## config.mk

```make
export PLATFORM = sky130hd
export DESIGN_NAME = url_percent_decoder
export DESIGN_NICKNAME = d
export VERILOG_FILES = /design/src/sv/upd_pkg.sv /design/src/sv/upd_front.sv /design/src/sv/upd_cmd_queue.sv /design/src/sv/upd_back.sv /design/src/sv/url_percent_decoder.sv
export SDC_FILE = /design/constraint.sdc
export NUM_CORES = 1
export LEC_CHECK = 0
export ABC_CLOCK_PERIOD_IN_PS = 3790
export BUFFER_PORTS_ARGS = -buffer_cell sky130_fd_sc_hd__buf_2
export CORE_UTILIZATION = 56
export DETAILED_ROUTE_END_ITERATION = 16
export PLACE_DENSITY = 0.81
export SYNTH_ARGS = -nofsm -noshare
export SYNTH_HDL_FRONTEND = slang
export SYNTH_SLANG_ARGS = --single-unit
```

## constraint.sdc

```tcl
create_clock -name clk -period 3.79 [get_ports clk]
set_clock_uncertainty 0.05 [all_clocks]
set_input_delay 0.1895 -clock clk [delete_from_list [all_inputs] [get_ports clk]]
set_output_delay 0.1895 -clock clk [all_outputs]
set_load 0.1 [all_outputs]
```

## src/sv/upd_pkg.sv

```systemverilog
// ----------------------------------------------------------------------------
// upd_pkg: shared types and helpers for the URL percent decoder
// Word types of both channels, the decode command passed from the front end
// to the back end, escape phase codes and hex digit helpers.
// ----------------------------------------------------------------------------
package upd_pkg;

	// character codes
	localparam logic [7:0] CH_PCT   = 8'h25;
	localparam logic [7:0] CH_PLUS  = 8'h2B;
	localparam logic [7:0] CH_SPACE = 8'h20;
	localparam logic [7:0] CH_D0    = 8'h30;
	localparam logic [7:0] CH_D9    = 8'h39;
	localparam logic [7:0] CH_UA    = 8'h41;
	localparam logic [7:0] CH_UF    = 8'h46;
	localparam logic [7:0] CH_LA    = 8'h61;
	localparam logic [7:0] CH_LF    = 8'h66;
	localparam logic [7:0] HEX_TEN  = 8'd10;

	// command queue geometry
	localparam int CMD_DEPTH = 4;
	localparam int CMD_PTR_W = $clog2(CMD_DEPTH);
	localparam int CMD_CNT_W = $clog2(CMD_DEPTH + 1);

	// bytes carried by one command
	localparam int CMD_BYTES = 3;

	typedef struct packed {
		logic [7:0] in_char;
		logic       in_last;
	} in_word_t;

	typedef struct packed {
		logic [7:0] out_byte;
		logic       out_last;
	} out_word_t;

	// escape phase
	typedef enum logic [1:0] {
		PH_IDLE  = 2'd0,
		PH_PCT   = 2'd1,
		PH_DIGIT = 2'd2
	} phase_t;

	// one decode command: up to three bytes, last flag on the final one
	typedef struct packed {
		logic [1:0]                cnt;
		logic [CMD_BYTES-1:0][7:0] data;
		logic                      last;
	} cmd_t;

	function automatic logic is_hex(input logic [7:0] c);
		return (c >= CH_D0 && c <= CH_D9) || (c >= CH_UA && c <= CH_UF) ||
		       (c >= CH_LA && c <= CH_LF);
	endfunction

	// value of a hex digit; only meaningful when is_hex holds
	function automatic logic [3:0] hex_val(input logic [7:0] c);
		logic [7:0] t;
		if (c >= CH_LA) begin
			t = c - CH_LA + HEX_TEN;
		end else if (c >= CH_UA) begin
			t = c - CH_UA + HEX_TEN;
		end else begin
			t = c - CH_D0;
		end
		return t[3:0];
	endfunction

endpackage

```

## src/sv/upd_front.sv

```systemverilog
// ----------------------------------------------------------------------------
// upd_front: character classifier and escape tracker
// Takes one encoded character per accepted word, tracks the escape phase and
// turns each character into a command of up to three output bytes.
// ----------------------------------------------------------------------------
module upd_front import upd_pkg::*; (
	input  logic     clk,
	input  logic     arst_n,
	input  logic     accept,
	input  in_word_t item,
	output logic     cmd_push,
	output cmd_t     cmd
);

	phase_t     phase_q, phase_mid, phase_d;
	logic [7:0] held_q, held_mid;
	logic [7:0] c;
	logic       hex;

	assign c   = item.in_char;
	assign hex = is_hex(c);

	// next state: phase after the character, then end-of-string return
	always_comb begin
		case (phase_q)
			PH_PCT: begin
				if (hex) begin
					phase_mid = PH_DIGIT;
				end else begin
					phase_mid = (c == CH_PCT) ? PH_PCT : PH_IDLE;
				end
			end
			PH_DIGIT: begin
				if (hex) begin
					phase_mid = PH_IDLE;
				end else begin
					phase_mid = (c == CH_PCT) ? PH_PCT : PH_IDLE;
				end
			end
			default: begin
				phase_mid = (c == CH_PCT) ? PH_PCT : PH_IDLE;
			end
		endcase
		held_mid = (phase_q == PH_PCT && hex) ? c : held_q;
		phase_d  = item.in_last ? PH_IDLE : phase_mid;
	end

	// outputs: bytes emitted for this character
	always_comb begin
		logic [1:0]                n;
		logic [CMD_BYTES-1:0][7:0] d;
		logic                      do_idle;
		n       = 2'd0;
		d       = '0;
		do_idle = 1'b0;
		case (phase_q)
			PH_PCT: begin
				if (!hex) begin
					d[n]    = CH_PCT;
					n       = n + 2'd1;
					do_idle = 1'b1;
				end
			end
			PH_DIGIT: begin
				if (hex) begin
					d[n] = {hex_val(held_q), hex_val(c)};
					n    = n + 2'd1;
				end else begin
					d[n]    = CH_PCT;
					n       = n + 2'd1;
					d[n]    = held_q;
					n       = n + 2'd1;
					do_idle = 1'b1;
				end
			end
			default: begin
				do_idle = 1'b1;
			end
		endcase
		// plain character handling; a new '%' only opens an escape
		if (do_idle && c != CH_PCT) begin
			d[n] = (c == CH_PLUS) ? CH_SPACE : c;
			n    = n + 2'd1;
		end
		// end of string flushes a pending escape literally
		if (item.in_last) begin
			if (phase_mid == PH_PCT) begin
				d[n] = CH_PCT;
				n    = n + 2'd1;
			end else if (phase_mid == PH_DIGIT) begin
				d[n] = CH_PCT;
				n    = n + 2'd1;
				d[n] = held_mid;
				n    = n + 2'd1;
			end
		end
		cmd.cnt  = n;
		cmd.data = d;
		cmd.last = item.in_last;
		cmd_push = accept && (n != 2'd0);
	end

	// phase register
	always_ff @(posedge clk or negedge arst_n) begin
		if (!arst_n) begin
			phase_q <= PH_IDLE;
		end else if (accept) begin
			phase_q <= phase_d;
		end
	end

	// held digit, read only in the digit phase
	always_ff @(posedge clk) begin
		if (accept) begin
			held_q <= held_mid;
		end
	end

endmodule

```

## src/sv/upd_cmd_queue.sv

```systemverilog
// ----------------------------------------------------------------------------
// upd_cmd_queue: command queue between front and back end
// Small first-word-fall-through queue of decode commands; push and pop may
// happen in the same cycle.
// ----------------------------------------------------------------------------
module upd_cmd_queue import upd_pkg::*; (
	input  logic clk,
	input  logic arst_n,
	input  logic push,
	input  cmd_t wr_cmd,
	output logic full,
	input  logic pop,
	output cmd_t head,
	output logic head_valid
);

	cmd_t                 mem_q [CMD_DEPTH];
	logic [CMD_PTR_W-1:0] wr_q, rd_q;
	logic [CMD_CNT_W-1:0] cnt_q;
	logic                 do_push, do_pop;

	assign full       = (cnt_q == CMD_CNT_W'(CMD_DEPTH));
	assign head_valid = (cnt_q != '0);
	assign head       = mem_q[rd_q];
	assign do_push    = push && !full;
	assign do_pop     = pop && head_valid;

	// storage
	always_ff @(posedge clk) begin
		if (do_push) begin
			mem_q[wr_q] <= wr_cmd;
		end
	end

	// pointers and fill count
	always_ff @(posedge clk or negedge arst_n) begin
		if (!arst_n) begin
			wr_q  <= '0;
			rd_q  <= '0;
			cnt_q <= '0;
		end else begin
			if (do_push) begin
				wr_q <= wr_q + CMD_PTR_W'(1);
			end
			if (do_pop) begin
				rd_q <= rd_q + CMD_PTR_W'(1);
			end
			if (do_push && !do_pop) begin
				cnt_q <= cnt_q + CMD_CNT_W'(1);
			end else if (do_pop && !do_push) begin
				cnt_q <= cnt_q - CMD_CNT_W'(1);
			end
		end
	end

endmodule

```

## src/sv/upd_back.sv

```systemverilog
// ----------------------------------------------------------------------------
// upd_back: byte serialiser and output register
// Walks the bytes of the head command into the output word register, one per
// cycle while the consumer pops; the register is held until the consumer pops it.
// ----------------------------------------------------------------------------
module upd_back import upd_pkg::*; (
	input  logic      clk,
	input  logic      arst_n,
	input  cmd_t      head,
	input  logic      head_valid,
	output logic      head_pop,
	input  logic      pop,
	output logic      empty,
	output out_word_t result
);

	out_word_t  out_q;
	logic       out_valid_q;
	logic [1:0] sel_q;
	logic       load, final_byte;

	assign empty      = !out_valid_q;
	assign result     = out_q;
	assign final_byte = (sel_q == head.cnt - 2'd1);
	assign load       = head_valid && (!out_valid_q || pop);
	assign head_pop   = load && final_byte;

	// output word payload
	always_ff @(posedge clk) begin
		if (load) begin
			out_q.out_byte <= head.data[sel_q];
			out_q.out_last <= head.last && final_byte;
		end
	end

	// byte select and output valid
	always_ff @(posedge clk or negedge arst_n) begin
		if (!arst_n) begin
			sel_q       <= 2'd0;
			out_valid_q <= 1'b0;
		end else begin
			if (load) begin
				sel_q       <= final_byte ? 2'd0 : sel_q + 2'd1;
				out_valid_q <= 1'b1;
			end else if (pop) begin
				out_valid_q <= 1'b0;
			end
		end
	end

endmodule

```

## src/sv/url_percent_decoder.sv

```systemverilog
// ----------------------------------------------------------------------------
// url_percent_decoder: streaming URL percent decoder
// Path: a decoded byte passes through the command queue and then the output
//   register before it is on the result ports.
// Throughput: one character per cycle while full is low, one byte per cycle
//   while result is popped; a character yielding several bytes is drained
//   by the serialiser; full rises when the four-entry command queue fills.
// Reset: arst_n clears the escape phase, the queue and the output valid.
// ----------------------------------------------------------------------------
module url_percent_decoder import upd_pkg::*; (
	input  logic      clk,
	input  logic      arst_n,
	input  logic      push,
	output logic      full,
	input  in_word_t  item,
	output logic      empty,
	input  logic      pop,
	output out_word_t result
);

	logic accept;
	logic cmd_push, head_valid, head_pop;
	cmd_t cmd, head;

	assign accept = push && !full;

	// front end: classify characters
	upd_front u_front (
		.clk      (clk),
		.arst_n   (arst_n),
		.accept   (accept),
		.item     (item),
		.cmd_push (cmd_push),
		.cmd      (cmd)
	);

	// command queue
	upd_cmd_queue u_queue (
		.clk        (clk),
		.arst_n     (arst_n),
		.push       (cmd_push),
		.wr_cmd     (cmd),
		.full       (full),
		.pop        (head_pop),
		.head       (head),
		.head_valid (head_valid)
	);

	// back end: emit bytes
	upd_back u_back (
		.clk        (clk),
		.arst_n     (arst_n),
		.head       (head),
		.head_valid (head_valid),
		.head_pop   (head_pop),
		.pop        (pop),
		.empty      (empty),
		.result     (result)
	);

endmodule
```

# Yosys cells after proc, flatten, opt, wreduce, memory -nomap -nowiden
# Memory sizes are Yosys's and may differ from the RTL's.
# Cells that the tools add are included.
[op_classes]
add_sub_neg = 19
magnitude_cmp = 15
n_eq_ne = 9
mux = 46
bitwise = 3
reduce_logical = 29
[ops]
columns = ["op", "n"]
rows = [
  ["two-way mux 24 bit", 4],
  ["two-way mux 8 bit", 9],
  ["bitwise mux 24 bit", 2],
  ["demux 8 bit (select 2 bit)", 3],
  [">= comparator 8 x 7 -> 1 bit, second input constant", 4],
  ["subtractor 4 x 1 -> 4 bit, second input constant", 6],
  ["two-way mux 2 bit", 9],
  ["logical AND 1 bit", 17],
  ["adder 4 bit, second input constant", 4],
  ["binary-select mux 8 bit (select 2 bit)", 1],
  ["== test 8 x 6 -> 1 bit, second input constant", 2],
  ["less-or-equal comparator 8 x 7 -> 1 bit, second input constant", 2],
  ["two-way mux 4 bit", 4],
  ["one-hot mux 8 bit (2 select lines)", 1],
  ["AND 15 bit", 1],
  ["inverter 15 bit", 1],
  ["adder 2 x 1 -> 2 bit, second input constant", 6],
  ["less-than comparator 2 x 3 -> 1 bit, second input constant", 4],
  ["OR 9 bit", 1],
  [">= comparator 8 x 6 -> 1 bit, second input constant", 1],
  ["less-or-equal comparator 8 x 6 -> 1 bit, second input constant", 1],
  ["two-way mux 1 bit", 8],
  ["inequality test 8 x 6 -> 1 bit, second input constant", 1],
  ["one-hot mux 2 bit (2 select lines)", 2],
  ["15 further kinds", 27],
]
[totals]
reg_bits = 29
ram_bits = 108
in_bits = 13
output_inout_bits = 11
elab_cells = 131
memories = 1
[mem_list]
columns = ["name", "depth", "word_bits", "rd", "rd_clocked_by_memory_dff", "write_ports", "line", "text"]
rows = [
  ["u_queue.mem_q", 4, 27, 1, 0, 1, "upd_cmd_queue.sv:17", "cmd_t mem_q [CMD_DEPTH];"],
]

# Depth between registers and ports, before layout
[logic_depth]
ltp_word = 20
depth_mapped = 21
depth_no_buf = 20

# Hierarchy
# Synthesis repeated with hierarchy kept, for this count alone.
[unflattened]
hier_cells = 456
area_unflattened_um2 = 6655.1
[modules_own_cells]
columns = ["mod", "n_inst", "cells_each", "area_each_um2", "seq_area_each_um2"]
rows = [
  ["upd_cmd_queue", 1, 176, 4324.1, 3418.3],
  ["upd_front", 1, 220, 1684.1, 290.3],
  ["upd_back", 1, 59, 633.1, 345.3],
  ["url_percent_decoder", 1, 1, 13.8, 0.0],
]

# Least setup slack after synthesis
# Ideal clock, no wire load.
[synth_timing]
kind = "register -> register"
from = "register u_queue.cnt_q[0]"
to = "register u_queue.cnt_q[1]"
setup_time_ns = 0.125
t_arrival_ns = 4.350
required_time_ns = 3.615
path_slack_ns = -0.735
path_stages_with_launch = 10
n_path_buf = 0
synth_period_minus_slack_ns = 4.525
cell_sequence = "dfrtp_1 -> nor3b_1 -> nand2b_1 -> inv_1 -> o21ai_0 -> o2bb2ai_2 -> ha_1 -> inv_1 -> fa_1 -> mux2_2"
[synth_via]
elab_chain_len = 8
word_cells_on_any_way = 18
classes_between = "add/sub: 2; eq/ne: 1; mux: 2; reduce/logical: 13"
[synth_rtl]
columns = ["item", "line", "text"]
rows = [
  ["from (decl)", "upd_cmd_queue.sv:19", "logic [CMD_CNT_W-1:0] cnt_q;"],
  ["from (signal assigned)", "upd_cmd_queue.sv:49", "cnt_q <= cnt_q + CMD_CNT_W'(1);"],
  ["from (signal assigned)", "upd_cmd_queue.sv:51", "cnt_q <= cnt_q - CMD_CNT_W'(1);"],
  ["== test 3 bit (*)", "upd_cmd_queue.sv:22", "assign full = (cnt_q == CMD_CNT_W'(CMD_DEPTH));"],
  ["net full", "url_percent_decoder.sv:14", "output logic full,"],
  ["zero test 1 bit (*)", "url_percent_decoder.sv:25", "assign accept = push && !full;"],
  ["logical AND 1 bit (*)", "url_percent_decoder.sv:25", ""],
  ["net accept", "url_percent_decoder.sv:21", "logic accept;"],
  ["logical AND 1 bit (*)", "upd_front.sv:100", "cmd_push = accept && (n != 2'd0);"],
  ["logical AND 1 bit (*)", "upd_cmd_queue.sv:25", "assign do_push = push && !full;"],
  ["net u_queue.do_push", "upd_cmd_queue.sv:20", "logic do_push, do_pop;"],
  ["zero test 1 bit", "upd_cmd_queue.sv:50", "end else if (do_pop && !do_push) begin"],
  ["logical AND 1 bit", "upd_cmd_queue.sv:50", ""],
  ["nonzero test 2 bit (no source line)", "-", ""],
]
# Mark *: on every way through the listed nets, which the timed path passes. The rest lies on a longest branch. The select of a mux whose other input is x is not followed.
# A chain may end at the register's enable or synchronous reset.

# Worst setup path in the final report
[layout_timing]
from = "register u_front.phase_q[0]"
to = "register u_queue.cnt_q[2]"
[layout_via]
elab_chain_len = 16
word_cells_on_any_way = 24
classes_between = "add/sub: 3; eq/ne: 4; mux: 8; reduce/logical: 9"
[layout_rtl]
columns = ["item", "line", "text"]
rows = [
  ["from (decl)", "upd_front.sv:15", "phase_t phase_q, phase_mid, phase_d;"],
  ["from (signal assigned)", "upd_front.sv:108", "phase_q <= phase_d;"],
  ["parallel branches: the longest is 9 deep, another holds adder 2 x 1 -> 2 bit", "-", ""],
  ["two-way mux 2 bit (*)", "upd_front.sv:86", "if (item.in_last) begin"],
  ["nonzero test 2 bit (*)", "upd_front.sv:100", ""],
  ["logical AND 1 bit (*)", "upd_front.sv:100", ""],
  ["logical AND 1 bit (*)", "upd_cmd_queue.sv:25", ""],
  ["net u_queue.do_push", "upd_cmd_queue.sv:20", ""],
  ["zero test 1 bit", "upd_cmd_queue.sv:50", ""],
  ["logical AND 1 bit", "upd_cmd_queue.sv:50", ""],
  ["nonzero test 2 bit (no source line)", "-", ""],
]
# Mark *: on every way through the listed nets, which the timed path passes.

==> impl_results.md <==
* Overflow after GRT at 0
* Post-route design area at 7670 um^2
* Asr flop ratio synth at 8.76%
* WP data required at 4.03 ns
* Setup slack on the worst flop-to-flop path at 0.19 ns
* # rows at 38
* Final setup viols at 0
* Synth area leader: edfxtp_1
* Worst path slowest cell: dfrtp_1
* Total number of vias at 3858
* Pwr/cell area at 757 nW/um^2
* Nets@finish at 519
* Final ANT Viol Nets at 0
* Initial antenna violation count at 0
* Post-Layout Cell Count at 636
* Tightest Pin Transition at 0.722 ns
* Synth top cells by count: edfxtp_1, inv_1, nand2_1
* Largest net degree at the start of global routing at 28
* Cell with the most instances after synthesis: edfxtp_1
* Die area at 12000 um^2
* Max-Cap Viols at 0
* Syn Area/Cell at 15.0 um^2
* Syn Inst Count at 432
* TritonRoute pass-1 iters at 5
* CP Launch Type: flip-flop
* Seq/Total Area, Yosys at 62.6%
* Post-synth EDFFs at 125
* Placer Congestion at 0.930
* Vias in the first global route at 3961
* Worst setup EP type: flip-flop
* Post-synthesis register bit count at 137
* Post-DP HPWL at 8870 um
* Critical path type: reg2reg
* Achievable Freq at 278 MHz
* Yosys cell types at 59
* Starting density of the core at 58.5%
* First-pass GRT wire length at 21500 um
* Reg clk slew, reported paths at 0.06 ns
* Hold Violations, Final at 0
* Initial DRC Count at 376
* P&R area growth vs syn at 18.4%
* Syn Nets at 468
* Final Core Density at 69.2%
* Cell area after synthesis at 6480 um^2
* Post-DP Area at 7030 um^2
* Lkg Pwr at 2.84 nW
* Root Driver: clkbuf_16
* Wirelength per Cell at 21.8 um
* Post-synth top area share at 57.9%
* Top_reg_cell synth: edfxtp_1
* Drt via density at 6.07
* Die Span X at 110 um
* CP Max Fanout at 3
* Status: complete, no violations
* Post-route minimum period at 3.60 ns
* Port-buffer cells at 23
* Final WL at 13800 um
* Layout cell share with drive strength beyond 1 at 27.8%
* PnR worst setup slack at 0.190 ns
* CTS tree: built
* CTS Sinks at 137
* All-Layer GR Usage at 25.7%
* WP data arrival at 3.84 ns
* Final Max Slew Viols at 0
* Cells after DPL at 601
* Max IR drop VDD at 569 uV
* Synth area leaders: edfxtp_1, mux4_2, dfrtp_1
* Antenna cell count at 0
* Clk Latency, worst-skew pair at 0.41 ns
* DRC Markers at 0
* Pre-CTS setup slack at -0.0482 ns
* Core ar. at 11100 um^2
* Tcrit/Tclk final at 95.0%
* Clk buf depth at 2
* DIE HEIGHT at 110 um
* Hold Crit Class: in2reg
* TritonCTS buffer count at 17
* I/O Pins at 24
* Setup TNS at 0 ns
* Htree depth at 4
* Max incr delay on CP at 0.37 ns
* Worst path cell trace: inv_1 -> ha_1 -> nand2b_1 -> nand2b_2 -> ha_4 -> mux2i_1 -> o21a_1 -> inv_2 -> ha_4 -> nand2_1 -> o21ai_1 -> o2bb2ai_2 -> ha_2 -> inv_2 -> fa_2 -> xor2_1 -> nor2_1 -> xor2_1
* Yosys warning total at 0
* Headroom to the max-slew limit at 51.7%
==> what timing repair did <==
action / 4_1_cts / 5_1_grt
setup buffers: 0 / 1
endpoints found under the hold margin: 13 / 0
gates resized for setup: 0 / 1
setup endpoints to repair: 0 / 1
hold buffers: 2 / 0
==> routing by layer <==
layer,wire length (um),share of wire (%),track usage [%],vias to the layer above
met3,782,5.7,5.51,17
met4,192,1.4,10.2,0
met5,0,0,0,-
li1,-,-,-,1759
met2,7190,52,43.1,161
met1,5670,41,32.7,1921
==> layout make-up <==
cell class / instances / area [um^2]
clock buffer: 18 / 429
clock inverter: 14 / 179
fill: 719 / 3410
inverter: 30 / 133
multi-input combinational: 247 / 2330
sequential: 137 / 4060
tap: 140 / 175
timing repair buffer: 50 / 373
==> critical path: cells and delay by family, from the launching register on <==
family	cells	cell delay (ns)
AOI/OAI and AO/OA	3	0.47
and+or+nand+nor	4	0.55
adders and majority gates	5	1.37
xor gates and xnor gates	2	0.33
buffers and inverters	3	0.18
muxes	1	0.13
DFF	1	0.37
==> registers in the layout, summed over array words and instances, names as in the netlist <==
name                cells
u_back.sel_q            2
u_queue.mem_q         108
u_queue.rd_q            2
u_back.out_valid_q      1
u_back.result           9
u_front.held_q          8
u_queue.cnt_q           3
u_queue.wr_q            2
u_front.phase_q         2
==> where the power goes <==
part	internal (W)	leakage, nW	switching, W
combinational	0.000685	1.24	0.00120
clock	0.00109	0.293	0.000602
sequential	0.00207	1.31	0.000157
total	0.00384	2.84	0.00196
==> final timing paths <==
| kind | from | to | depth (start not counted) |
|---|---|---|---|
| setup reg to reg | u_front.phase_q[0] | u_queue.cnt_q[2] | 18 |
| hold reg to reg | u_queue.cnt_q[2] | u_queue.cnt_q[2] | 1 |
| hold / removal | push | u_front.phase_q[0] | 3 |
| min in group asynchronous | arst_n | u_queue.rd_q[1] | 2 |
| max in group asynchronous | arst_n | u_queue.rd_q[0] | 2 |
| setup / recovery | u_front.phase_q[0] | u_queue.cnt_q[2] | 18 |
==> logic make-up after synthesis <==
logic type / after synthesis / synth area share (%)
mux: 41 / 11.7
compound gates: 74 / 8.23
buf+inv: 48 / 3.05
flops: 137 / 62.6
fa+ha+maj: 23 / 4.56
simple gates: 95 / 8.05
xor+xnor: 14 / 1.89
==> metrics by stage <==
stage | hold WS [ns] | power, W
2_1_floorplan | -0.156 | 0.00362
3_3_place_gp | 0.0308 | 0.00403
3_5_place_dp | 0.0380 | 0.00410
4_1_cts | 0.0414 | 0.00584
5_1_grt | 0.0906 | 0.00605
6_report | 0.0490 | 0.00580
==> cell usage in the layout (no fill, tap or decap), drive strengths merged, types with 10 or more instances in the layout <==
| master | instances |
|---|---|
| a21oi | 10 |
| nand2 | 29 |
| o22ai | 10 |
| nor2 | 10 |
| ha | 22 |
| buf | 48 |
| inv | 31 |
| dfrtp | 12 |
| nand3 | 11 |
| and2 | 11 |
| mux2i | 11 |
| o21ai | 17 |
| edfxtp | 125 |
| clkbuf | 18 |
| mux4 | 27 |
(Power assumes the default switching activity.)
